## src/hdl/aapr_pkg.sv

```systemverilog
// shared types, constants and the arctangent table for the axis-angle rotation block
`timescale 1ns / 1ps
package aapr_pkg;

  // angle constants in Q2.30
  localparam logic [45:0]        TWO_PI_Q30  = 46'h0001921FB544;
  localparam logic signed [34:0] TWO_PI_S    = 35'sh1921FB544;
  localparam logic signed [34:0] PI_S        = 35'sh0C90FDAA2;
  localparam logic signed [34:0] HALF_PI_S   = 35'sh06487ED51;
  localparam logic signed [33:0] CORDIC_GAIN = 34'sh026DD3B6A;
  localparam logic signed [34:0] ONE_Q30     = 35'sh040000000;

  // square root cell state
  typedef struct packed {
    logic [63:0] v;
    logic [35:0] rem;
    logic [31:0] root;
  } sqrt_st_t;

  // divider cell state
  typedef struct packed {
    logic [32:0] rem;
    logic [30:0] quot;
    logic [31:0] mag;
    logic [31:0] phi;
  } div_st_t;

  // cordic cell state
  typedef struct packed {
    logic signed [33:0] x;
    logic signed [33:0] y;
    logic signed [33:0] z;
    logic               flip;
  } cordic_st_t;

  // atan(2^-i) in Q2.30, zero past the table
  function automatic logic signed [33:0] atan_q30(input int i);
    logic signed [33:0] a;
    unique case (i)
      0:  a = 34'sh03243F6A8;
      1:  a = 34'sh01DAC6705;
      2:  a = 34'sh00FADBAFC;
      3:  a = 34'sh007F56EA6;
      4:  a = 34'sh003FEAB76;
      5:  a = 34'sh001FFD55B;
      6:  a = 34'sh000FFFAAA;
      7:  a = 34'sh0007FFF55;
      8:  a = 34'sh0003FFFEA;
      9:  a = 34'sh0001FFFFD;
      10: a = 34'sh0000FFFFF;
      11: a = 34'sh00007FFFF;
      12: a = 34'sh00003FFFF;
      13: a = 34'sh00001FFFF;
      14: a = 34'sh00000FFFF;
      15: a = 34'sh000007FFF;
      16: a = 34'sh000003FFF;
      17: a = 34'sh000001FFF;
      18: a = 34'sh000000FFF;
      19: a = 34'sh0000007FF;
      20: a = 34'sh0000003FF;
      21: a = 34'sh0000001FF;
      22: a = 34'sh0000000FF;
      23: a = 34'sh00000007F;
      24: a = 34'sh00000003F;
      25: a = 34'sh00000001F;
      26: a = 34'sh00000000F;
      27: a = 34'sh000000008;
      28: a = 34'sh000000004;
      29: a = 34'sh000000002;
      30: a = 34'sh000000001;
      default: a = 34'sh000000000;
    endcase
    return a;
  endfunction

endpackage

```

## src/hdl/aapr_div_cell.sv

```systemverilog
// one quotient bit of the restoring divider for the unit axis
`timescale 1ns / 1ps
module aapr_div_cell
  import aapr_pkg::*;
#(
  parameter int J = 30
) (
  input  logic    clk,
  input  logic    en,
  input  div_st_t din,
  output div_st_t dout
);

  logic    nbit;
  logic [32:0] shifted;
  div_st_t nxt;

  // dividend is mag shifted up by 30, so only the top cell sees a mag bit
  always_comb begin
    nbit    = (J == 30) ? din.mag[0] : 1'b0;
    shifted = {din.rem[31:0], nbit};
    nxt     = din;
    if (shifted >= {1'b0, din.phi}) begin
      nxt.rem  = shifted - {1'b0, din.phi};
      nxt.quot = {din.quot[29:0], 1'b1};
    end else begin
      nxt.rem  = shifted;
      nxt.quot = {din.quot[29:0], 1'b0};
    end
  end

  always_ff @(posedge clk) begin
    if (en) begin
      dout <= nxt;
    end
  end

endmodule

```

## config.mk

```make
export PLATFORM = sky130hd
export DESIGN_NAME = aapr_div_cell
export DESIGN_NICKNAME = d
export VERILOG_FILES = /design/src/hdl/aapr_pkg.sv /design/src/hdl/aapr_div_cell.sv
export SDC_FILE = /design/constraint.sdc
export NUM_CORES = 1
export LEC_CHECK = 0
export BUFFER_PORTS_ARGS = -buffer_cell sky130_fd_sc_hd__buf_4
export CAP_MARGIN = 20
export CORE_UTILIZATION = 35
export DETAILED_ROUTE_END_ITERATION = 7
export MAX_ROUTING_LAYER = met4
export PLACE_DENSITY_LB_ADDON = 0.3
export SETUP_SLACK_MARGIN = 0.5
export SLEW_MARGIN = 10
export SYNTH_ARGS = -nofsm -noshare
export SYNTH_HDL_FRONTEND = slang
export SYNTH_SLANG_ARGS = --single-unit
```

## constraint.sdc

```tcl
create_clock -name clk -period 4.9 [get_ports clk]
set_input_delay 0.49 -clock clk [delete_from_list [all_inputs] [get_ports clk]]
set_output_delay 0.49 -clock clk [all_outputs]
set_load 0.01 [all_outputs]
```

### Yosys cells after proc, flatten, opt, wreduce, memory -nomap -nowiden

Cells that the tools add are included.

* add/sub/neg operators: 1
* $lt $le $gt $ge: 1
* mux-type cells: 1

Operators by type and width (number)
* 64-bit two-way mux: 1
* 33-bit by 32-bit >= comparator with 1-bit output: 1
* 33-bit by 32-bit subtractor with 33-bit output: 1

* input bits: 130
* bits in registers: 128
* output and inout bits: 128

### Longest topological paths before layout

* depth in word-level cells: 2
* depth in mapped cells: 13

### Worst setup path after synthesis

OpenSTA, ideal clock, no wires.

* kind: input port to flip-flop
* start point: input port din[19] in the netlist's numbering
* end point: register dout[122] in the netlist's numbering, data pin
* stages: 12
* required time: 4635 ps
* arrival time: 2747 ps
* buffers on the path: 1
* setup slack: 1887 ps
* cell sequence: inv_1 > ha_1 > clkbuf_2 > nand2_1 > o21a_1 > a21boi_1 > or3_1 > o21ai_2 > a41oi_4 > inv_2 > mux2_1 > or3_1

RTL lines
* from (decl): line aapr_div_cell.sv:10 `input div_st_t din,`
* to (signal assigned): line aapr_div_cell.sv:34 `dout <= nxt;`
* to (decl): line aapr_div_cell.sv:11 `output div_st_t dout`

==> run_results.csv <==
group,metric,value,unit
global_route,grt_start_max_net_pins,88,
sta,slew_headroom,47.3,%
logic_synthesis,syn_area_per_cell,12.8,um^2
global_route,grt_antenna_before_repair,0,
floorplan,initial_core_util,36.2,%
floorplan,boundaryPins,258,
logic_synthesis,synth_cells,473,
worst_hold_path,hold_start,"din[66]",
layout,areaGrowthSynthToFinish,44.8,%
critical_path,startpoint,"din[19]",
pwr,power.density,364,nW/um^2
layout,top_regs,"dout (128)",
global_route,grt_usage,18.2,%
sta,worstMarginPinSlew,0.790,ns
sta,max_freq,0.320,GHz
clock_network,htree_levels,4,
place,placed_cell_area,8180,um^2
layout,fin_area,8750,um^2
critical_path,startpoint_type,"input pin",
detailed_routing,num_vias,4654,
pwr,ir_worst_vdd,246,uV
worst_hold_path,hold_class,"input pin to register",
floorplan,row_count,47,
logic_synthesis,yosys.area.top_type,"edfxtp_1",
clock_network,postCtsSetupBuffers,0,
sta,finalWorstSetupSlack,1.77,ns
detailed_routing,postRouteAntennaNets,0,
clock_network,cts.sinks,128,
layout,fin_nets,897,
critical_path,endpoint_kind,"register",
logic_synthesis,syn_nets,636,
detailed_routing,drc,0,
layout,largest_reg_flops,128,
global_route,grt-ovfl-total,0,
flow_run,cap_viol_max_count,0,
layout,regMostFlops,"dout",
clock_network,cts_made_buffers,17,
clock_network,clockBufferDepth,2,
sta,hold_slack,0.247,ns
place,post-place-ws,1.27,ns
logic_synthesis,synth-seq-area-share,63.6,%
sta,drv_slew,0,
place,dp_hpwl,12100,um
sta,setup_violations,0,
clock_network,hold_buffers,0,
sta,fin_setup_tns,0,ns
critical_path,cp-endpoint,"dout[122]",
logic_synthesis,synth_edf_count,128,
global_route,first_global_vias,4773,
layout,final_common_cell,"buf_4",
critical_path,critPathKind,"input pin to register",
detailed_routing,first_pass_iters,4,
pwr,power,3.19,mW
critical_path,cp_data_required_time,5.06,ns
logic_synthesis,async_reset_ff_share,0,%
detailed_routing,viasPerCell,4.81,
floorplan,die_height,133,um
critical_path,cp.arrival,3.29,ns
logic_synthesis,synth_top_area_share,63.6,%
layout,utilization,52.4,%
clock_network,cts_tree,"yes",
sta,fin_crit_sh,63.8,%
logic_synthesis,ys_types,51,
global_route,grt_pass1_wl,24000,um
floorplan,fp.dieArea,17800,um^2
layout,layout_common_cells,"buf_4 (256), edfxtp_1 (128), inv_1 (43), nand2_1 (43), o21ai_0 (42)",
layout,drive_above_1_share,39.9,%
detailed_routing,wl_per_cell,16.1,um
worst_hold_path,whs_path_depth,1,
logic_synthesis,ys_top_cells_by_area,"edfxtp_1 (64%), ha_1 (6.6%), o21ai_0 (3.5%)",
run_status,status,"finished clean",
logic_synthesis,yosys_warnings,0,
place,dp_cells,935,
clock_network,cts.clk_slew.worst_paths,0.06,ns
floorplan,die_x,133,um
logic_synthesis,synth_ff_type,"edfxtp_1",
sta,final-hold-violation-count,0,
sta,fin_crit,3.13,ns
critical_path,crit_fanout,24,
sta,rsz0062_at_grt,"false",
place,gp_congestion,0.857,
layout,fin_cells,967,
layout,insertedDiodeCount,0,
pwr,p_leak,3.80,nW
detailed_routing,drt-initial-drc-count,189,
floorplan,core_area,16700,um^2
detailed_routing,wl,15600,um
clock_network,cts_root_buf,"clkbuf_16",
place,io_buffers,255,
logic_synthesis,synth.ff_latch_count,128,
logic_synthesis,synthesis.area,6040,um^2
clock_network,cts_resized,0,
[metal layers]
| metal | track usage (%) | wire [um] |
|---|---|---|
| met5 | - | 0 |
| met4 | 5.43 | 162 |
| met3 | 5.90 | 1250 |
| met2 | 30.8 | 7890 |
| met1 | 20.6 | 6260 |
[cell type report]
| type | instances | area [um^2] |
|---|---|---|
| well taps | 220 | 275 |
| multi-input cells | 286 | 1960 |
| repair buffers | 257 | 1930 |
| flip-flops and latches | 128 | 3840 |
| fillers | 1533 | 7950 |
| clock buffers | 17 | 425 |
| clock inverters | 15 | 143 |
| inverters | 44 | 165 |
[logic make-up (layout without fill, tap and decap cells)]
group           Yosys count  after routing  synth area share, %
compound gates          130            130                 13.6
flops                   128            128                 63.6
simple gates             93             93                 7.47
buf+inv                  59            333                 3.91
fa+ha+maj                33             33                 6.96
xor+xnor                 28             28                 4.06
mux                       2              2                0.373
[worst min path at each step]
stage	slack [ns]	to
detailed placement	0.67	dout[41]
finish	0.25	dout[67]
global placement	0.67	dout[72]
floorplan	0.59	dout[0]
CTS	0.23	dout[52]
global route	0.22	dout[41]
[critical path, stage by stage]
cell	delay (ns)
buf_4	0.10
inv_1	0.04
ha_1	0.41
nand2_1	0.10
o21a_1	0.21
a21boi_1	0.17
or3_1	0.38
o21ai_2	0.26
a41oi_4	0.34
inv_2	0.17
mux2_1	0.32
or3_1	0.30
[power by group]
group | switching [mW] | total, mW | internal [mW]
Clock | 0.527 | 1.20 | 0.673
Combinational | 0.314 | 0.620 | 0.306
Sequential | 0.0307 | 1.37 | 1.34
Total | 0.872 | 3.19 | 2.32
[cells in the mapped netlist, drive strengths merged (4+ instances only)]
cell,instances
o21a,5
o31ai,4
edfxtp,128
a31oi,5
and3,4
xor2,12
clkbuf,9
o21bai,5
a21o,12
buf,6
inv,44
xnor2,16
o21ai,46
a21oi,33
o211ai,6
nand2,43
nor2,12
ha,32
nand3,10
nand4,6
(Power assumes the default switching activity.)
