**config.mk**
```make
export PLATFORM = sky130hd
export DESIGN_NAME = aapr_cordic_cell
export DESIGN_NICKNAME = d
export VERILOG_FILES = /design/src/hdl/aapr_pkg.sv /design/src/hdl/aapr_cordic_cell.sv
export SDC_FILE = /design/constraint.sdc
export NUM_CORES = 1
export LEC_CHECK = 0
export ABC_CLOCK_PERIOD_IN_PS = 5000
export BUFFER_PORTS_ARGS = -buffer_cell sky130_fd_sc_hd__buf_2
export CELL_PAD_IN_SITES_DETAIL_PLACEMENT = 2
export CELL_PAD_IN_SITES_GLOBAL_PLACEMENT = 2
export CORE_MARGIN = 5
export CORE_UTILIZATION = 34
export DETAILED_ROUTE_END_ITERATION = 10
export PLACE_DENSITY_LB_ADDON = 0.1
export SKIP_CTS_REPAIR_TIMING = 1
export SYNTH_ARGS = -nofsm -noshare
export SYNTH_HDL_FRONTEND = slang
export SYNTH_SLANG_ARGS = --single-unit
```
**constraint.sdc**
```tcl
create_clock -name clk -period 5 [get_ports clk]
set_input_delay 1.25 -clock clk [delete_from_list [all_inputs] [get_ports clk]]
set_output_delay 1.25 -clock clk [all_outputs]
set_load 0.005 [all_outputs]
```
**src/hdl/aapr_pkg.sv**
```systemverilog
// shared types, constants and the arctangent table for the axis-angle rotation block
`timescale 1ns / 1ps
package aapr_pkg;

  // angle constants in Q2.30
  localparam logic [45:0]        TWO_PI_Q30  = 46'h0001921FB544;
  localparam logic signed [34:0] TWO_PI_S    = 35'sh1921FB544;
  localparam logic signed [34:0] PI_S        = 35'sh0C90FDAA2;
  localparam logic signed [34:0] HALF_PI_S   = 35'sh06487ED51;
  localparam logic signed [33:0] CORDIC_GAIN = 34'sh026DD3B6A;
  localparam logic signed [34:0] ONE_Q30     = 35'sh040000000;

  // square root cell state
  typedef struct packed {
    logic [63:0] v;
    logic [35:0] rem;
    logic [31:0] root;
  } sqrt_st_t;

  // divider cell state
  typedef struct packed {
    logic [32:0] rem;
    logic [30:0] quot;
    logic [31:0] mag;
    logic [31:0] phi;
  } div_st_t;

  // cordic cell state
  typedef struct packed {
    logic signed [33:0] x;
    logic signed [33:0] y;
    logic signed [33:0] z;
    logic               flip;
  } cordic_st_t;

  // atan(2^-i) in Q2.30, zero past the table
  function automatic logic signed [33:0] atan_q30(input int i);
    logic signed [33:0] a;
    unique case (i)
      0:  a = 34'sh03243F6A8;
      1:  a = 34'sh01DAC6705;
      2:  a = 34'sh00FADBAFC;
      3:  a = 34'sh007F56EA6;
      4:  a = 34'sh003FEAB76;
      5:  a = 34'sh001FFD55B;
      6:  a = 34'sh000FFFAAA;
      7:  a = 34'sh0007FFF55;
      8:  a = 34'sh0003FFFEA;
      9:  a = 34'sh0001FFFFD;
      10: a = 34'sh0000FFFFF;
      11: a = 34'sh00007FFFF;
      12: a = 34'sh00003FFFF;
      13: a = 34'sh00001FFFF;
      14: a = 34'sh00000FFFF;
      15: a = 34'sh000007FFF;
      16: a = 34'sh000003FFF;
      17: a = 34'sh000001FFF;
      18: a = 34'sh000000FFF;
      19: a = 34'sh0000007FF;
      20: a = 34'sh0000003FF;
      21: a = 34'sh0000001FF;
      22: a = 34'sh0000000FF;
      23: a = 34'sh00000007F;
      24: a = 34'sh00000003F;
      25: a = 34'sh00000001F;
      26: a = 34'sh00000000F;
      27: a = 34'sh000000008;
      28: a = 34'sh000000004;
      29: a = 34'sh000000002;
      30: a = 34'sh000000001;
      default: a = 34'sh000000000;
    endcase
    return a;
  endfunction

endpackage

```
**src/hdl/aapr_cordic_cell.sv**
```systemverilog
// one rotation-mode cordic micro-rotation
`timescale 1ns / 1ps
module aapr_cordic_cell
  import aapr_pkg::*;
#(
  parameter int I = 0
) (
  input  logic       clk,
  input  logic       en,
  input  cordic_st_t cin,
  output cordic_st_t cout
);

  logic signed [33:0] dx;
  logic signed [33:0] dy;
  cordic_st_t         nxt;

  // floor shifts, direction from the residual angle sign
  always_comb begin
    dx  = cin.y >>> I;
    dy  = cin.x >>> I;
    nxt = cin;
    if (!cin.z[33]) begin
      nxt.x = cin.x - dx;
      nxt.y = cin.y + dy;
      nxt.z = cin.z - atan_q30(I);
    end else begin
      nxt.x = cin.x + dx;
      nxt.y = cin.y - dy;
      nxt.z = cin.z + atan_q30(I);
    end
  end

  always_ff @(posedge clk) begin
    if (en) begin
      cout <= nxt;
    end
  end

endmodule

```
# After elaboration in Yosys (flattened, before gate mapping)
# Index checks and enable logic that the tools add are counted.
[classes]
n_addsub = 5
n_mul = 0
n_div = 0
n_lt_le_gt_ge = 0
eq_ne = 0
shifts = 0
n_mux = 1
bitwise = 0
reduce_logical = 0
[ops]
columns = ["operator", "count"]
rows = [
  ["$mux 102", 1],
  ["$sub 34x34->34", 2],
  ["$add 34x31->34 const B", 1],
  ["$add 34x34->34", 1],
  ["$sub 34x31->34 const B", 1],
]
[totals]
register_bits = 103
latchBits = 0
ram_bits = 0
romBits = 0
memories = 0

# Depth between registers and ports, before layout
# Gate-level depths: netlist of the first run.
[depth]
ltp_word = 2
depth_mapped = 12
ltp_nobuf = 11

# Least setup slack after synthesis of the first run
# Ideal clock, no wire load.
[synth_timing]
kind = "in2reg"
start = "in cin[34] in the netlist's numbering"
end = "reg cout[30] in the netlist's numbering (data pin)"
setup_time_ps = 266
arrival_time_ps = 4223
setup_slack_ps = 511
stages = 12
path_cell_list = "clkbuf_1 > clkinv_1 > buf_2 > fa_1 > a211oi_2 > nor2_1 > o31a_1 > a211o_1 > a311o_1 > a21oi_4 > nor3_1 > or3b_1"
[synth_lines]
columns = ["element", "line", "text"]
rows = [
  ["from (decl)", "aapr_cordic_cell.sv:10", "input cordic_st_t cin,"],
  ["to (signal assigned)", "aapr_cordic_cell.sv:36", "cout <= nxt;"],
  ["to (decl)", "aapr_cordic_cell.sv:11", "output cordic_st_t cout"],
]

==> results of run 1 <==
-- final cells by class --
cell class	instances	share of cell area, %
timing repair buffer	237	10.2
clock buffer	10	1.85
clock inverter	5	0.526
inverter	115	3.49
sequential	102	24.7
multi-input combinational	950	55.2
tap	396	4.00
-- kinds of logic after synthesis --
| logic type | Yosys count |
|---|---|
| simple gates | 300 |
| buf+inv | 167 |
| flops | 102 |
| mux | 18 |
| compound gates | 417 |
| xor+xnor | 83 |
| fa+ha+maj | 132 |
-- per-stage QoR --
step	worst slack [ns]	cells	util [%]	cell area, sq um
3_3_place_gp	0.309	1800	39.5	12100
4_1_cts	0.653	1815	40.5	12400
5_1_grt	0.429	1815	40.5	12400
2_1_floorplan	0.511	1219	-	10600
3_5_place_dp	0.275	1800	39.5	12100
6_report	0.589	1815	40.5	12400
-- worst paths after layout --
check                   start            endpoint  cells after the start
worst max-delay path  cin[56]  cout[67]$_DFFE_PP_                     12
worst min-delay path   cin[0]   cout[0]$_DFFE_PP_                      1
-- cell usage in the layout, fill, tap and decap left out, types with 15 or more instances in the layout --
cell / n
a211oi_1: 21
a21o_1: 38
a21oi_1: 127
buf_2: 205
buf_4: 32
edfxtp_1: 102
ha_1: 128
inv_1: 113
mux2i_1: 18
nand2_1: 56
nand3_1: 25
nand4_1: 18
nor2_1: 99
nor2b_1: 17
nor3_1: 22
o211ai_1: 17
o21a_1: 19
o21ai_0: 71
o21bai_1: 19
o31ai_1: 17
xnor2_1: 68
xor2_1: 15
-- power groups by stage --
stage,clock network (uW),registers [uW],logic (uW)
finish,759,1170,1320
floorplan,0,1200,757
CTS,784,1180,1330
global placement,0,1180,1280
detailed placement,0,1190,1320
global route,813,1180,1450
-- cell usage after synthesis (12+ instances only) --
library cell	count	area (sq um)
a211oi_1	21	158
a21o_1	38	285
a21oi_1	127	636
buf_2	18	90.1
clkbuf_1	22	82.6
edfxtp_1	102	3060
ha_1	128	1600
inv_1	113	424
mux2i_1	18	180
nand2_1	56	210
nand2b_1	12	75.1
nand3_1	25	125
nand4_1	18	113
nor2_1	99	372
nor2b_1	17	106
nor3_1	22	110
o211ai_1	17	128
o21a_1	19	143
o21ai_0	71	355
o21bai_1	19	143
o31ai_1	17	128
xnor2_1	68	596
xor2_1	15	131
-- routing by layer --
layer	vias up	part of all wire, %	GRT usage [%]
met5	-	0	0
met4	0	2.3	6.50
met2	221	49	40.6
met3	48	4.1	3.09
li1	4830	-	-
met1	5037	45	29.1
==> out/summary.md, run 1 <==
For the finished layout, the period the worst path requires is 4.41 ns. Setup repair after global routing left no endpoint under its margin. The area of the multi-input gates is 6830 sq um, and the wire length per cell is 22.3 um.

The total power was 3250 uW; the final routed DRC violation total was 0. Post-detailed-route via-to-cell ratio: 5.58. The leakage power summed over all cells was 0.00551 uW.

Registers take 3060 sq um. The portion of netlist area occupied by mux cells was 1.71%; the largest buffer count on any clock path was 2. Combinational family with the most area after synthesis: compound AO/OA/AOI/OAI gates.

In this run the tool buffered the top-level ports with 207 buffer cells. Once detail routing completed, the nets flagged for antenna violations numbered 0. From left edge to right edge, the die measures 186 um.

The tools report the clock root buffer master as clkbuf_16. Cells with a size suffix above 1 make up 19.5% of the layout. Height of the die: 186 um. The tools report the via count of the first global-routing pass as 11.0k.

Sequential cells account for 36.0% of the total power. The count of warnings emitted by yosys was 0; the number of design-rule violations left by the first detailed-router iteration was 422. The mean post-synth cell area is 8.66 sq um, and the worst hold margin is 1.05 ns. For this run, the top clock speed supported by timing is 227 MHz. The number of CTS-inserted buffers is 9, and the final cycle utilization of the critical path is 88.2%. The tool flagged a number of max-cap violations equal to 0. Setup violations remaining at the end of the flow were counted as 0. Fraction of the mapped netlist area in compound gates: 26.2%. Summing the areas of all fa, ha and maj instances in the mapped netlist gives 15.9% of the synthesized area. For the count of fill cells added during filler insertion, the log shows 3,537. The part of the total power dissipated in combinational logic was 40.6%; the total iterations of the first detailed-routing run was 5.

The tools report the half-perimeter wire length after placement as 33,100 um. The initial antenna violation count was 0. Entering global routing, the biggest net connects 48 pins. The switching part of the total power was 37.1%. Critical path's top delay family: compound AO/OA/AOI/OAI gates. The synthesized-area fraction occupied by and/or/nand/nor cells works out to 13.9%.

Walking the worst path, the cells encountered are buf_2 -> inv_1 -> ha_1 -> inv_1 -> a21oi_1 -> o31ai_1 -> a2111oi_0 -> buf_4 -> o31ai_1 -> a211o_1 -> a211oi_1 -> xor2_1. In the final design database the tool counted 1,652 nets. The path class of the tightest hold or removal check is primary input to flip-flop. The number of diodes added for antenna fixing was 0.

Yosys mapped a number of flops with a built-in enable equal to 102. The number of flip-flops in the largest register is 102. For this run, asynchronously set or reset flops after synthesis account for 0%. The slowest stage of the critical path is the a2111oi_0 cell. Across every metal layer, demand over resource in global routing totals 22.9%. The largest registers in the layout are cout (102).

The synthesis-stage register bit count works out to 102. In the synthesized netlist the dominant register cell turns out to be edfxtp_1. The logs give 0 ns for the final setup TNS and 0 for the overall overflow remaining after global route. The analysis attributes to net switching a power of 1210 uW.

The cell count after synthesis was 1,219; the total internal power was 2040 uW. Critical path class: primary input to flip-flop. In this run the cell area of the synthesized design comes to 10,600 sq um. Compared with the post-synthesis result, the final layout area differs by 17.3%. The worst setup path is captured at a flip-flop. The peak ir drop on the vdd network was 155 uV. In this design, the stage delay of the slowest critical-path cell is 0.70 ns. Synthesis instantiated 77 different standard cells from the library.

The first global-routing pass estimated 61,900 um of wire. The run gives 5.11 ns as the critical path required time. Wires add up to 40,500 um. The arrival time of data at the critical path endpoint was 4.52 ns; the via count was 10.1k.

The transition at the pin with the smallest max-transition slack was 0.705 ns; the final-report hold violation count was 0. When the netlist entered floorplanning its net count stood at 1,456. TritonCTS built the clock tree.

Along the worst path, the maximum fanout reaches 12. In this run the power density over the cells is 263 nW/um^2. The flow ran to the end, and the final reports show no timing, DRC or antenna violations. The worst setup path is launched from a primary input. Counting both buffers and inverters, the worst setup path holds a total of 4. The number of pins exceeding their max-slew limit in the final report came out at 0.

Once the floorplan was initialized, standard cells occupied 34.5% of the core. After Yosys synthesis, XOR and XNOR cells account for 6.89% of the synthesized area. The register with the most flip-flops in the final layout is cout. Headroom to the max-slew limit came out at 51.8%. The tools report the share of power burned in the clock network as 23.4%.

The share of the yosys chip area belonging to registers came out at 29.0%. The final weighted congestion of routability-driven global placement came out at 0.903. The die covers 34,700 sq um.

In this run the number of H-tree levels came out at 3. The floorplan has 64 rows. After clock tree synthesis, the clock-pin slew on the worst setup and hold paths is 0.08 ns. The placeable core region is 30,600 sq um, and the I/O pin count is 208.

For the TritonCTS sink count, the log shows 102.
No activity file was read; power rests on OpenSTA's default activity.
==> inputs of run 2 (changes only) <==
--- a/config.mk
+++ b/config.mk
@@ -9,6 +9,7 @@
 export BUFFER_PORTS_ARGS = -buffer_cell sky130_fd_sc_hd__buf_2
 export CELL_PAD_IN_SITES_DETAIL_PLACEMENT = 2
 export CELL_PAD_IN_SITES_GLOBAL_PLACEMENT = 2
+export CORE_ASPECT_RATIO = 0.5
 export CORE_MARGIN = 5
 export CORE_UTILIZATION = 34
 export DETAILED_ROUTE_END_ITERATION = 10
==> run 2 against run 1 <==
  * Global-route usage increased by 0.32 points
  * Non-clock buffer count decreased by 6
  * Critical path type unchanged
  * Hold slack got worse by 0.017 ns
==> out/summary.md, run 2 (same netlist as run 1, synthesis figures left out) <==
The clock slew at the register clock pins of the worst setup and hold paths is 0.08 ns (about the same). The slowest stage of the critical path belongs to the cell a211oi_2. The tools report the number of CTS-inserted buffers as 9 (unchanged). The height of the die came out at 135 um (-28%).

The tightest min-delay check is of the primary input to flip-flop type. The I/O pin count is 208 (unchanged). The register with the most flip-flops in the final layout is cout. The residual antenna-violating net count after detailed routing was 0 (unchanged); the final cycle utilization of the critical path was 83.8% (-4.4 points).

The areal power density over the cells is 260 nW/um^2 (-0.93%), and the layout overhead on the synthesized area is 17.1%. The count of buffers inserted at the top-level ports came out at 207 (unchanged). The worst setup path is captured at a flip-flop.

Max-capacitance violation count: 0 (unchanged). Capture endpoint of the worst hold path: cout[0]$_DFFE_PP_. For the leakage power summed over all cells, the log shows 0.00548 uW (-0.63%). The tools report the die footprint as 34,900 sq um (+0.62%). Critical path class: primary input to flip-flop.

The number of endpoints failing setup at the final stage was 0 (unchanged). The total global-route track usage came out at 23.2% (+0.32 points). The tools report the startpoint of the worst hold path as cin[0]. The time the worst path needs with I/O delays and setup was 4.19 ns (-0.220 ns).

The wire length per cell came out at 22.5 um (+0.75%). The arrival time of data at the critical path endpoint is 4.32 ns (-0.20 ns), and the placeable core region is 30,500 sq um (-0.42%). The transition at the pin with the smallest max-transition slack was 0.748 ns (+0.0426 ns). Setup repair after global routing left no endpoint under its margin. The category of the worst setup path launch point was a primary input.

The largest registers in the layout are cout (102). Worst hold path depth: 1 (unchanged). Among cell families on the critical path, the largest total delay comes from compound AO/OA/AOI/OAI gates. The run gives 47 (-2.1%) as the pin count of the biggest net entering global routing. The die extent in x was 259 um (+39%); the number of flip-flops in the largest register was 102 (unchanged). The total wirelength of the detailed-routed design is 41,300 um (+2.0%). The overall overflow remaining after global route is 0 (unchanged), and the critical path required time is 5.13 ns (+0.02 ns). The total power was 3220 uW (-1.1%); the delay of the slowest cell on the worst path was 0.45 ns (-0.25 ns).

The TritonCTS sink count is 102 (unchanged), and the post-placement setup slack is 0.424 ns (+0.149 ns). The tools report the number of nets in the layout as 1,646 (-0.36%). Worst setup slack after layout: 0.809 ns (+0.220 ns). The half-perimeter wire length after placement is 33,400 um (+0.88%), and the number of core rows is 45 (-30%). The tools report the starting utilization of the core area as 34.6% (+0.15 points).

The worst relative slew slack is 48.9% (-2.9 points). The tools report the final routed DRC violation total as 0 (unchanged). The flow ran to the end, and the final reports show no timing, DRC or antenna violations. TritonCTS built the clock tree. The logs give 0 (unchanged) for the initial antenna violation count and 159 uV (+2.8%) for the peak ir drop on the vdd network.

The ratio of cells with drive above 1 in the final layout is 19.3% (-0.21 points). The logs give 40.6% (+0.11 points) for the final core utilization and 2 (unchanged) for the largest buffer count on any clock path. The wire length of the first global-routing pass was 64,100 um (+3.6%); the upper clock frequency limit was 239 MHz (+5.3%). The maximum fanout along the worst path works out to 5 (-7). The total iterations of the first detailed-routing run was 5 (unchanged); the final-report hold violation count was 0 (unchanged). The logs give 1.03 ns (-0.0166 ns) for the worst hold margin and 556 (+32%) for the number of design-rule violations left by the first detailed-router iteration. The run gives 10.9k (-0.51%) as the via count of the first global-routing pass.

The tools report the clock root buffer master as clkbuf_16. The library cell used most frequently in the layout, excluding fill and tap cells, is buf_2. The count of H-tree levels built during CTS is 3 (unchanged), and the post-detailed-route via-to-cell ratio is 5.55 (-0.68%).

Walking the worst path, the cells encountered are buf_2 -> ha_1 -> fa_1 -> nor2b_1 -> o21ai_0 -> a311oi_1 -> a211oi_2 -> a21oi_1 -> a211o_1 -> a211oi_1 -> xor2_1. The tools report the via count as 10.2k (+0.58%). In the layout the commonest cells are buf_2 (205), ha_1 (128), a21oi_1 (127).

The final setup TNS was 0 ns (unchanged); the sum of buffers and inverters on the critical path was 1 (-3). The total number of cells along the worst setup path is 11 (-1), and the number of pins exceeding their max-slew limit in the final report is 0 (unchanged). The run gives 0.919 (+1.8%) as the final weighted congestion of routability-driven global placement.
-- run 2: worst max path at each step --
stage | start | end | slack [ns]
3_5_place_dp | cin[34] | cout[30]$_DFFE_PP_ | 0.42
6_report | cin[35] | cout[67]$_DFFE_PP_ | 0.81
3_3_place_gp | cin[34] | cout[30]$_DFFE_PP_ | 0.52
5_1_grt | cin[48] | cout[68]$_DFFE_PP_ | 0.56
2_1_floorplan | cin[34] | cout[30]$_DFFE_PP_ | 0.51
4_1_cts | cin[34] | cout[30]$_DFFE_PP_ | 0.84
-- run 2: metrics by stage --
step | cell area (sq um) | instances
global placement | 12100 | 1821
detailed placement | 12100 | 1821
floorplan | 10600 | 1219
finish | 12400 | 1838
global route | 12400 | 1837
CTS | 12400 | 1837
-- run 2: power by group --
group	switching, uW	internal, uW	total (uW)	leakage [uW]
Clock	381	345	726	0.000138
Combinational	805	515	1320	0.00434
Sequential	39.9	1130	1170	0.000998
Total	1230	1990	3220	0.00548
-- run 2: layout make-up --
type	count	area, sq um
diodes	1	2.50
clock inverters	7	58.8
multi-input cells	950	6830
inverters	115	432
fillers	3504	18100
flip-flops and latches	102	3060
well taps	423	529
repair buffers	231	1220
clock buffers	9	225
-- run 2: per-layer routing --
metal / up-vias / part of all wire (%) / wire [um] / GRT usage, %
met5: - / 0 / 0 / 0
met4: 0 / 0.82 / 339 / 3.22
met3: 22 / 4.8 / 1960 / 3.87
met2: 225 / 47 / 19500 / 39.3
met1: 5130 / 47 / 19400 / 32.2
li1: 4818 / - / - / -
