### config.mk
export PLATFORM = sky130hd
export DESIGN_NAME = aapr_sqrt_cell
export DESIGN_NICKNAME = d
export VERILOG_FILES = /design/src/hdl/aapr_pkg.sv /design/src/hdl/aapr_sqrt_cell.sv
export SDC_FILE = /design/constraint.sdc
export NUM_CORES = 1
export LEC_CHECK = 0
export ABC_CLOCK_PERIOD_IN_PS = 2800
export BUFFER_PORTS_ARGS = -buffer_cell sky130_fd_sc_hd__buf_4
export CAP_MARGIN = 20
export CORE_MARGIN = 5
export CORE_UTILIZATION = 44
export CTS_CLUSTER_DIAMETER = 40
export DETAILED_ROUTE_END_ITERATION = 8
export GPL_ROUTABILITY_DRIVEN = 0
export PLACE_DENSITY = 0.83
export SYNTH_ARGS = -nofsm -noshare
export SYNTH_HDL_FRONTEND = slang
export SYNTH_SLANG_ARGS = --single-unit
### constraint.sdc
create_clock -name clk -period 2.8 [get_ports clk]
set_input_delay 0.56 -clock clk [delete_from_list [all_inputs] [get_ports clk]]
set_output_delay 0.56 -clock clk [all_outputs]
set_load 0.01 [all_outputs]
### src/hdl/aapr_pkg.sv
// shared types, constants and the arctangent table for the axis-angle rotation block
`timescale 1ns / 1ps
package aapr_pkg;

  // angle constants in Q2.30
  localparam logic [45:0]        TWO_PI_Q30  = 46'h0001921FB544;
  localparam logic signed [34:0] TWO_PI_S    = 35'sh1921FB544;
  localparam logic signed [34:0] PI_S        = 35'sh0C90FDAA2;
  localparam logic signed [34:0] HALF_PI_S   = 35'sh06487ED51;
  localparam logic signed [33:0] CORDIC_GAIN = 34'sh026DD3B6A;
  localparam logic signed [34:0] ONE_Q30     = 35'sh040000000;

  // square root cell state
  typedef struct packed {
    logic [63:0] v;
    logic [35:0] rem;
    logic [31:0] root;
  } sqrt_st_t;

  // divider cell state
  typedef struct packed {
    logic [32:0] rem;
    logic [30:0] quot;
    logic [31:0] mag;
    logic [31:0] phi;
  } div_st_t;

  // cordic cell state
  typedef struct packed {
    logic signed [33:0] x;
    logic signed [33:0] y;
    logic signed [33:0] z;
    logic               flip;
  } cordic_st_t;

  // atan(2^-i) in Q2.30, zero past the table
  function automatic logic signed [33:0] atan_q30(input int i);
    logic signed [33:0] a;
    unique case (i)
      0:  a = 34'sh03243F6A8;
      1:  a = 34'sh01DAC6705;
      2:  a = 34'sh00FADBAFC;
      3:  a = 34'sh007F56EA6;
      4:  a = 34'sh003FEAB76;
      5:  a = 34'sh001FFD55B;
      6:  a = 34'sh000FFFAAA;
      7:  a = 34'sh0007FFF55;
      8:  a = 34'sh0003FFFEA;
      9:  a = 34'sh0001FFFFD;
      10: a = 34'sh0000FFFFF;
      11: a = 34'sh00007FFFF;
      12: a = 34'sh00003FFFF;
      13: a = 34'sh00001FFFF;
      14: a = 34'sh00000FFFF;
      15: a = 34'sh000007FFF;
      16: a = 34'sh000003FFF;
      17: a = 34'sh000001FFF;
      18: a = 34'sh000000FFF;
      19: a = 34'sh0000007FF;
      20: a = 34'sh0000003FF;
      21: a = 34'sh0000001FF;
      22: a = 34'sh0000000FF;
      23: a = 34'sh00000007F;
      24: a = 34'sh00000003F;
      25: a = 34'sh00000001F;
      26: a = 34'sh00000000F;
      27: a = 34'sh000000008;
      28: a = 34'sh000000004;
      29: a = 34'sh000000002;
      30: a = 34'sh000000001;
      default: a = 34'sh000000000;
    endcase
    return a;
  endfunction

endpackage

### src/hdl/aapr_sqrt_cell.sv
// one result bit of the restoring integer square root
`timescale 1ns / 1ps
module aapr_sqrt_cell
  import aapr_pkg::*;
#(
  parameter int J = 31
) (
  input  logic     clk,
  input  logic     en,
  input  sqrt_st_t sin,
  output sqrt_st_t sout
);

  logic [35:0] shifted;
  logic [35:0] trial;
  sqrt_st_t    nxt;

  // bring down two radicand bits and try the next root bit
  always_comb begin
    shifted  = {sin.rem[33:0], sin.v[2*J+1 -: 2]};
    trial    = {2'b00, sin.root, 2'b01};
    nxt      = sin;
    if (shifted >= trial) begin
      nxt.rem  = shifted - trial;
      nxt.root = {sin.root[30:0], 1'b1};
    end else begin
      nxt.rem  = shifted;
      nxt.root = {sin.root[30:0], 1'b0};
    end
  end

  always_ff @(posedge clk) begin
    if (en) begin
      sout <= nxt;
    end
  end

endmodule

After elaboration in Yosys (flattened, before gate mapping)
Cells that the tools add are included.
- bits in registers: 132
- logic and storage cells: 6
- bits in writable memories: 0
- bits in read-only memories: 0
- input bits: 134
- latch bits: 0
- memories kept: 0
- output and inout bits: 132
- multipliers: 0
- reductions and logical operators: 0
- $add $sub $neg: 1
- multiplexer cells: 1
- shift operators: 0
- divide/modulo/power cells: 0
- bitwise operators: 0
- $lt $le $gt $ge: 1
- equal/unequal tests: 0
- operator list (cell ; count):
    68-bit 2-to-1 mux ; 1
    36-bit by 34-bit greater-or-equal comparator with 1-bit output ; 1
    36-bit by 34-bit subtractor with 36-bit output ; 1

Logic depth before layout (Yosys ltp)
Gate-level depths: netlist (run 1).
- depth in word-level cells: 2
- gate-level depth with buffers: 12
- depth with buffers taken out: 10

Worst setup path after synthesis (run 1)
OpenSTA, ideal clock, no wires.
- path type: input to register
- start: in sin[18] (netlist name)
- end: reg sout[40] (netlist name), data pin
- library setup time: 0.260 ns
- path buffers: 2
- required time: 2.540 ns
- arrival: 2.481 ns
- cell stages on the path: 11
- slack: 0.059 ns
- cell sequence: inv_1 > ha_1 > buf_2 > nand4_1 > nor4_4 > nand2_1 > nor3_2 > nor3b_2 > a21oi_4 > buf_6 > mux2_4
- RTL lines (element ; line ; RTL):
    start: declaration ; aapr_sqrt_cell.sv:10 ; input sqrt_st_t sin,
    end signal: assignment ; aapr_sqrt_cell.sv:34 ; sout <= nxt;
    end: declaration ; aapr_sqrt_cell.sv:11 ; output sqrt_st_t sout

==> metrics.txt, run 1 <==
initial antenna violation count 0; Die Area between 15000 and 20000 µm²; drt total wl between 15000 and 20000 µm; Final Cycle Share 94.0%; count of final max-slew check failures 0; antenna cells 0; IO Count 266; Post-Layout Cell Count approximately 1100; dominant synthesized flop cell edfxtp_1; Die X 133 µm; Max Freq 380 MHz; worst-margin pin slew 590 ps; area post-placement 9580 µm²; Die Y 133 µm; first-pass GRT wire length 30300 µm; Antenna Nets Post-Route 0; final-report setup violation count 0; FP Rows 44; Mapped Area about 6600 µm²; Placement Setup Slack -309 ps; starting density of the core 45.3%; largest net degree at the start of global routing 64; Leak 0.00456 µW; outcome complete, no violations; H-tree levels 4; CORE AREA 14600 µm²; Inst Count DP 1062; Pwr Density 609 nW/µm²; HP Class in -> reg; Yosys reg bits 132; post_cts resized 0; total grt overflow 0; post-synthesis sequential area ratio approximately 60%; P&R area growth vs syn 53.2%; number of synthesized flops with an enable pin 132; Flop pwr share 40.1%; Post-DP HPWL around 16000 µm; warnings from Yosys 0; Comb power frac 24.4%; top post-synthesis cells by count edfxtp_1, a21oi_1, nor2_1; clock network power share between 30 and 40%; hold_buf cts 0; DR WL/cell 18.1 µm; CTS tree built; First DRT Iteration DRCs 319; clk sink count 132; number of port buffers 263; Initial DRT Pass Iterations 5; Worst slew margin roughly three fifths; number of flip-flops in the largest register 132; via count 5448; Reg with most FFs sout; Switch Pwr 1640 µW; P_int 4550 µW; Synth cell types 64; root buffer cell clkbuf_16; clk slew on worst S/H paths 60 ps; critical path launch point type input port; Setup CP Type in -> reg; Final WS setup 169 ps; area share of the largest cell type after synthesis 59.7%; Max Root-Sink Buffers 2; WP data required roughly 3000 ps; critical path arrival 2790 ps; GR Util All Layers 22.3%; number of max-cap violations 0; Syn Area/Cell 12.6 µm²; critical path peak fanout 6; Switching Share 26.4%; setup TNS 0 ps; Hold Fails Final Rpt 0; most common cell in the netlist edfxtp_1; CTS Buf Count 17; fin crit period ~2600 ps; vias per cell 4.98; Total Nets Final 1065; Top Registers sout: 132 flops; Gate Count Post-Synth 528; vias in the first global route 5577; VDD IR max between 0.0004 and 0.0005 V; Net Count, Synth 696; Worst Setup End Kind flop; share of cells above drive strength 1 48.3%; Remaining DRCs 0; Area contributors post-synth edfxtp_1, ha_1, a21oi_1, xnor2_1, nor2_1; Final Cell Area 10200 µm²; area leader, netlist edfxtp_1; share of flip-flops with an asynchronous set or reset 0%; postcts setup bufs 0; RSZ-0062 raised after global routing false; Power, Total 6190 µW
==> stage by stage <==
stage / util [%] / hold slack [ps]
floorplan: - / 659
global placement: 65.4 / 738
detailed placement: 65.4 / 739
CTS: 69.4 / 296
global route: 69.4 / 292
finish: 69.4 / 317
==> power by group through the flow <==
stage	sequential [µW]	clock (µW)	combinational, µW
2_1_floorplan	2640	0	563
3_3_place_gp	2510	0	1490
3_5_place_dp	2520	0	1520
4_1_cts	2490	2240	1530
5_1_grt	2500	2330	1630
6_report	2490	2190	1510
==> logic make-up after synthesis <==
family | Yosys count | share of synthesized area [%]
fa+ha+maj | 34 | 6.41
mux | 10 | 2.09
buf+inv | 60 | 4.05
flops | 132 | 59.7
compound gates | 133 | 13.3
simple gates | 126 | 9.94
xor+xnor | 33 | 4.47
==> worst paths after layout <==
check,startpoint,endpoint,cells after the start
setup / recovery,sin[18],sout[67],11
hold / removal,sin[101],sout[101],1
==> placed cells by master, fill, tap and decap left out, types with 6 or more instances in the layout <==
master     instances
edfxtp_1         132
a21oi_1           49
nor2_1            40
xnor2_1           18
o21ai_0           22
buf_4            366
inv_1             39
clkbuf_16         17
o21bai_1           6
nand2_1           31
a21o_1             7
xor2_1            14
ha_1              34
nand4_1           10
mux2_4             7
nor3_1             8
a21oi_2           10
nand3_1            9
==> cell type report <==
class | count | area, µm²
inverter | 39 | 146
fill | 1092 | 4480
clock inverter | 13 | 150
clock buffer | 18 | 429
multi-input combinational | 336 | 2410
timing repair buffer | 371 | 2840
sequential | 132 | 3960
tap | 184 | 230
==> worst max-delay path: stages <==
cell       delay, ps
buf_4             80
inv_1             30
ha_1             330
buf_4            180
a21oi_1          240
o221ai_2         160
nor3_2           190
o2111ai_1        220
a311oi_2         360
o21ai_1          120
mux2_1           320
==> per-layer routing <==
layer	global-route usage, %	wire (µm)
met2	41.1	10500
met4	6.29	323
met1	23.8	7390
met3	8.24	1590
met5	0	0
Note: power is estimated with default switching activity, not from simulation.
==> inputs of run 2 (changes only) <==
- ABC_CLOCK_PERIOD_IN_PS: 2800 -> 3000
- BUFFER_PORTS_ARGS: -buffer_cell sky130_fd_sc_hd__buf_4 -> unset
- CORE_UTILIZATION: 44 -> 64
- DONT_BUFFER_PORTS: unset -> 1
- PLACE_DENSITY: 0.83 -> 0.86
- clock period: 2.8 -> 3 ns (I/O delays scaled with it)
==> run 2 against run 1 <==
Against the previous run: critical path depth did not move; critical endpoint unchanged; critical path type unchanged; largest cell class unchanged; largest power group unchanged; final cell count fell by 35%; final area fell by 26%.
==> metrics.txt, run 2 (synthesis results as in run 1) <==
outcome complete, no violations; drt total wl 17300 µm; Final Cycle Share 84.4%; GR Util All Layers 27.2%; worst-margin pin slew 523 ps; Total Nets Final 726; root buffer cell clkbuf_8; most common cell after layout, fill and taps aside edfxtp_1; Antenna Nets Post-Route 0; final-report setup violation count 0; # fillers 629; Power, Total 5130 µW; postcts setup bufs 0; worst path cell trace inv_1 -> ha_1 -> nor2b_4 -> o311a_4 -> o211a_1 -> o2111ai_2 -> and2_4 -> a21oi_4 -> buf_4 -> nor2b_1 -> mux2_1; first-pass GRT wire length 25600 µm; Hold Fails Final Rpt 0; Max Freq 395 MHz; CTS Buf Count 17; largest net degree at the start of global routing between 100 and 150; Die X 112 µm; most frequent cells in the layout edfxtp_1, a21oi_1, nor2_1; initial antenna violation count 0; final core occ 73.2%; vias in the first global route 4389; Worst slew margin 64.8%; clk slew on worst S/H paths 60 ps; Post-DP HPWL roughly 13000 µm; IO Count around 270; WP data required 3260 ps; HP Class in -> reg; Worst Setup End Kind flop; Setup CP Type in -> reg; critical path arrival between 2000 and 3000 ps; Reg with most FFs sout; critical path launch point type input port; hold_buf cts 0; post_cts resized 0; setup TNS 0 ps; P&R area growth vs syn 12.9%; crit path from sin[0]; vias per cell 6.24; Leak 0.00290 µW; Top Registers sout: 132 flops; Post-Layout Cell Count between 700 and 800; number of port buffers 0; DR WL/cell 24.5 µm; antenna cells 0; CP max-delay cell ha_1; fin crit period 2530 ps; RSZ-0062 raised after global routing false; Inst Count DP 675; CORE AREA 10200 µm²; starting density of the core 64.9%; via count about 4400; clk sink count 132; H-tree levels 4; Remaining DRCs 0; VDD IR max 0.000634 V; Die Area 12500 µm²; share of cells above drive strength 1 16.3%; hold wc startpoint sin[13]; Initial DRT Pass Iterations 4; number of max-cap violations 0; total grt overflow 0; area of the multi-input gates 2400 µm²; Die Y 112 µm; Max Root-Sink Buffers 2; Pwr Density 685 nW/µm²; count of final max-slew check failures 0; CTS tree built; First DRT Iteration DRCs ~280; critical path peak fanout 6; WHS 177 ps; number of flip-flops in the largest register between 100 and 150; crit-path max cell delay 350 ps; FP Rows 37; Seq. cell area between 3000 and 4000 µm²
[run 2: cell count changes in the layout (fill, tap and decap cells not counted)]
cell,before,now
inv_8,1,0
clkbuf_8,0,1
clkinv_1,0,6
clkinvlp_4,1,0
inv_6,4,1
clkbuf_16,17,16
buf_6,1,0
bufinv_16,2,3
clkinv_4,3,1
buf_12,4,1
a21oi_1,49,50
buf_4,366,31
a21oi_2,10,9
[run 2: area by class of cell]
type	instances	area share, %
sequential	132	52.9
multi-input combinational	336	32.1
clock buffer	18	5.58
timing repair buffer	32	3.37
tap	136	2.27
inverter	39	1.95
clock inverter	13	1.87
[run 2: worst max-delay path: cells and delay by family]
family / cells / cell delay (ps)
AO/OA/AOI/OAI: 4 / 870
adder cells (fa/ha/maj): 1 / 350
AND/OR/NAND/NOR: 3 / 470
multiplexers: 1 / 280
buffers and inverters: 2 / 220
[run 2: metrics by stage]
stage / area, µm² / setup WS, ps
floorplan: 6640 / 219
global placement: 6940 / 3.68
detailed placement: 6940 / -53.7
CTS: 7490 / 463
global route: 7490 / 384
finish: 7490 / 469
[run 2: path summary, 6_finish.rpt]
| kind | cells after the start | to | slack [ps] |
|---|---|---|---|
| max | 11 | sout[67] | 470 |
| min | 0 | sout[14] | 180 |
[run 2: metal layers]
metal | part of all wire [%] | wire (µm) | global-route usage (%) | up-vias
met1 | 34 | 5860 | 28.1 | 2132
met3 | 9.9 | 1710 | 11.3 | 22
met5 | 0 | 0 | 0 | -
li1 | - | - | - | 2013
met4 | 2.1 | 359 | 7.62 | 0
met2 | 54 | 9390 | 50.3 | 240
[run 2: where the power goes]
group          total [µW]  switching (µW)  internal (µW)  leakage, µW
sequential           2480             193           2280      0.00129
clock                1950             704           1240     0.000274
combinational         713             389            324      0.00133
==> inputs of run 3 (changes only) <==
- ABC_AREA: unset -> 1
- ABC_CLOCK_PERIOD_IN_PS: 3000 -> 2300
- CORE_UTILIZATION: 64 -> 58
- PLACE_DENSITY: 0.86 -> 0.82
- clock period: 3 -> 2.3 ns (I/O delays scaled with it)
==> run 3 against run 2 <==
Against the previous run: final cell count rose by 48%; via count rose by 26%; sequential share of layout area fell by 4.5 points; clock power rose by 31%; count of clock-buffer cells in the layout did not move; setup slack got worse by 160 ps; sequential power rose by 29%; highest routed layer unchanged.
==> metrics.txt, run 3 <==
outcome complete, no violations; Stages on worst setup path 13; Max Root-Sink Buffers 2; First DRT Iteration DRCs 428; Synth cell types 28; # fillers 981; number of max-cap violations 0; Leak ~0.0039 µW; number of synthesized flops with an enable pin roughly 130; vias per cell 5.31; GR Util All Layers 24.7%; WHS ~130 ps; critical path peak fanout 5; Worst slew margin approximately three quarters; Buf/Inv on CP 1; crit-path max cell delay 380 ps; Hold Fails Final Rpt 0; drt total wl 18500 µm; largest net degree at the start of global routing 133; dominant synthesized flop cell edfxtp_1; Area contributors post-synth edfxtp_1, nand2_1, inv_1, ha_1, nor2_1; initial antenna violation count 0; Final WS setup 314 ps; RSZ-0062 raised after global routing false; count of final max-slew check failures 0; most common cell in the netlist nand2_1; crit path from sin[1]; VDD IR max 0.000515 V; starting density of the core 59.9%; worst-margin pin slew between 300 and 400 ps; crit path to sout[62]; final-report setup violation count 0; IO Count approximately 270; hold_buf cts 0; Post-DP HPWL 14300 µm; area share of the largest cell type after synthesis ~55%; Power, Total 6680 µW; post_cts resized 0; Yosys reg bits 132; Net Count, Synth 990; P&R area growth vs syn 13.0%; via count 5552; post-synthesis sequential area ratio 54.7%; share of flip-flops with an asynchronous set or reset 0%; worst path cell trace inv_1 -> ha_1 -> nand2_1 -> o21ai_1 -> nand2_1 -> nand2_1 -> nand2_1 -> nand2_1 -> nand2_1 -> nand2_1 -> nand2_1 -> nand3_1 -> nand2_1; critical path launch point type input port; DR WL/cell 17.7 µm; vias in the first global route 5294; number of port buffers 0; Die Y 122 µm; clk slew on worst S/H paths about 60 ps; Die X 122 µm; postcts setup bufs 0; CTS Buf Count 17; antenna cells 0; Max Freq 503 MHz; fin crit period 1990 ps; total grt overflow 0; final core occ 67.6%; Reg with most FFs sout; Antenna Nets Post-Route 0; Pwr Density slightly above 800 nW/µm²; Gate Count Post-Synth 822; family with the most delay on the worst path simple AND/OR/NAND/NOR gates; number of flip-flops in the largest register 132; critical path arrival 2160 ps; most common cell after layout, fill and taps aside nand2_1; root buffer cell clkbuf_16; area leader, netlist edfxtp_1; Mapped Area 7250 µm²; Initial DRT Pass Iterations 6; CP most frequent cell nand2_1; Die Area between 10000 and 15000 µm²; clk sink count 132; WP data required 2470 ps; Worst Setup End Kind flop; CTS tree built; CORE AREA about 12000 µm²; warnings from Yosys 0; Setup CP Type in -> reg; FP Rows 40; top post-synthesis cells by count nand2_1, inv_1, edfxtp_1; share of cells above drive strength 1 8.44%; Final Cycle Share 86.4%; Total Nets Final 1032; Syn Area/Cell around 9 µm²; Placement Setup Slack -35.4 ps; first-pass GRT wire length 27700 µm; HP Class in -> reg; Top Registers sout: 132 flops; Remaining DRCs 0; CP max-delay cell ha_1; most frequent cells in the layout nand2_1, inv_1, edfxtp_1; H-tree levels 4
run 3: cell count changes in the layout (fill, tap and decap cells not counted), moves of 6 or more:
cell | previous run | this run
a21o_1 | 7 | 1
a21oi_1 | 50 | 28
a21oi_2 | 9 | 2
inv_1 | 39 | 135
mux2_4 | 7 | 0
nand2_1 | 31 | 320
nand3_1 | 9 | 35
nand3b_1 | 0 | 12
nand4_1 | 10 | 3
nor2_1 | 40 | 60
o21ai_0 | 22 | 5
xnor2_1 | 18 | 1
run 3: area by class of cell:
cell class	instances	area, µm²	area share [%]
Sequential cell	132	3960	48.4
Clock inverter	14	135	1.65
Timing Repair Buffer	29	230	2.81
Inverter	136	515	6.29
Clock buffer	18	429	5.24
Multi-Input combinational cell	548	2710	33.0
Tap cell	168	210	2.57
run 3: metal layers:
layer	share of wire, %	GRT usage (%)	vias to the layer above
li1	-	-	2714
met3	11	10.1	27
met4	1.8	8.75	0
met1	35	26.2	2513
met5	0	0	-
met2	52	44.2	298
run 3: per-stage QoR:
stage	cell area (µm²)	std cells	TNS [ps]
2_1_floorplan	7250	822	0
3_3_place_gp	7630	1013	-25.6
3_5_place_dp	7630	1013	-92.6
4_1_cts	8190	1045	0
5_1_grt	8190	1045	0
6_report	8190	1045	0
run 3: report_power, final:
group | switching (µW) | internal (µW)
Sequential | 232 | 2960
Clock | 980 | 1580
Combinational | 571 | 357
run 3: worst min-delay path by stage:
stage	start	to	slack [ps]	depth (start not counted)
global placement	sin[112]	sout[112]	560	0
detailed placement	sin[89]	sout[89]	560	0
floorplan	sin[100]	sout[100]	560	0
finish	sin[131]	sout[131]	130	0
CTS	sin[0]	sout[1]	120	0
global route	sin[0]	sout[1]	120	0
run 3: cells by family after synthesis:
group,Yosys count,synth area share [%]
and+or+nand+nor,453,26.0
buffers and inverters,142,7.99
DFF,132,54.7
AOI/OAI and AO/OA,43,3.31
adders and majority gates,34,5.87
xor gates and xnor gates,18,2.17
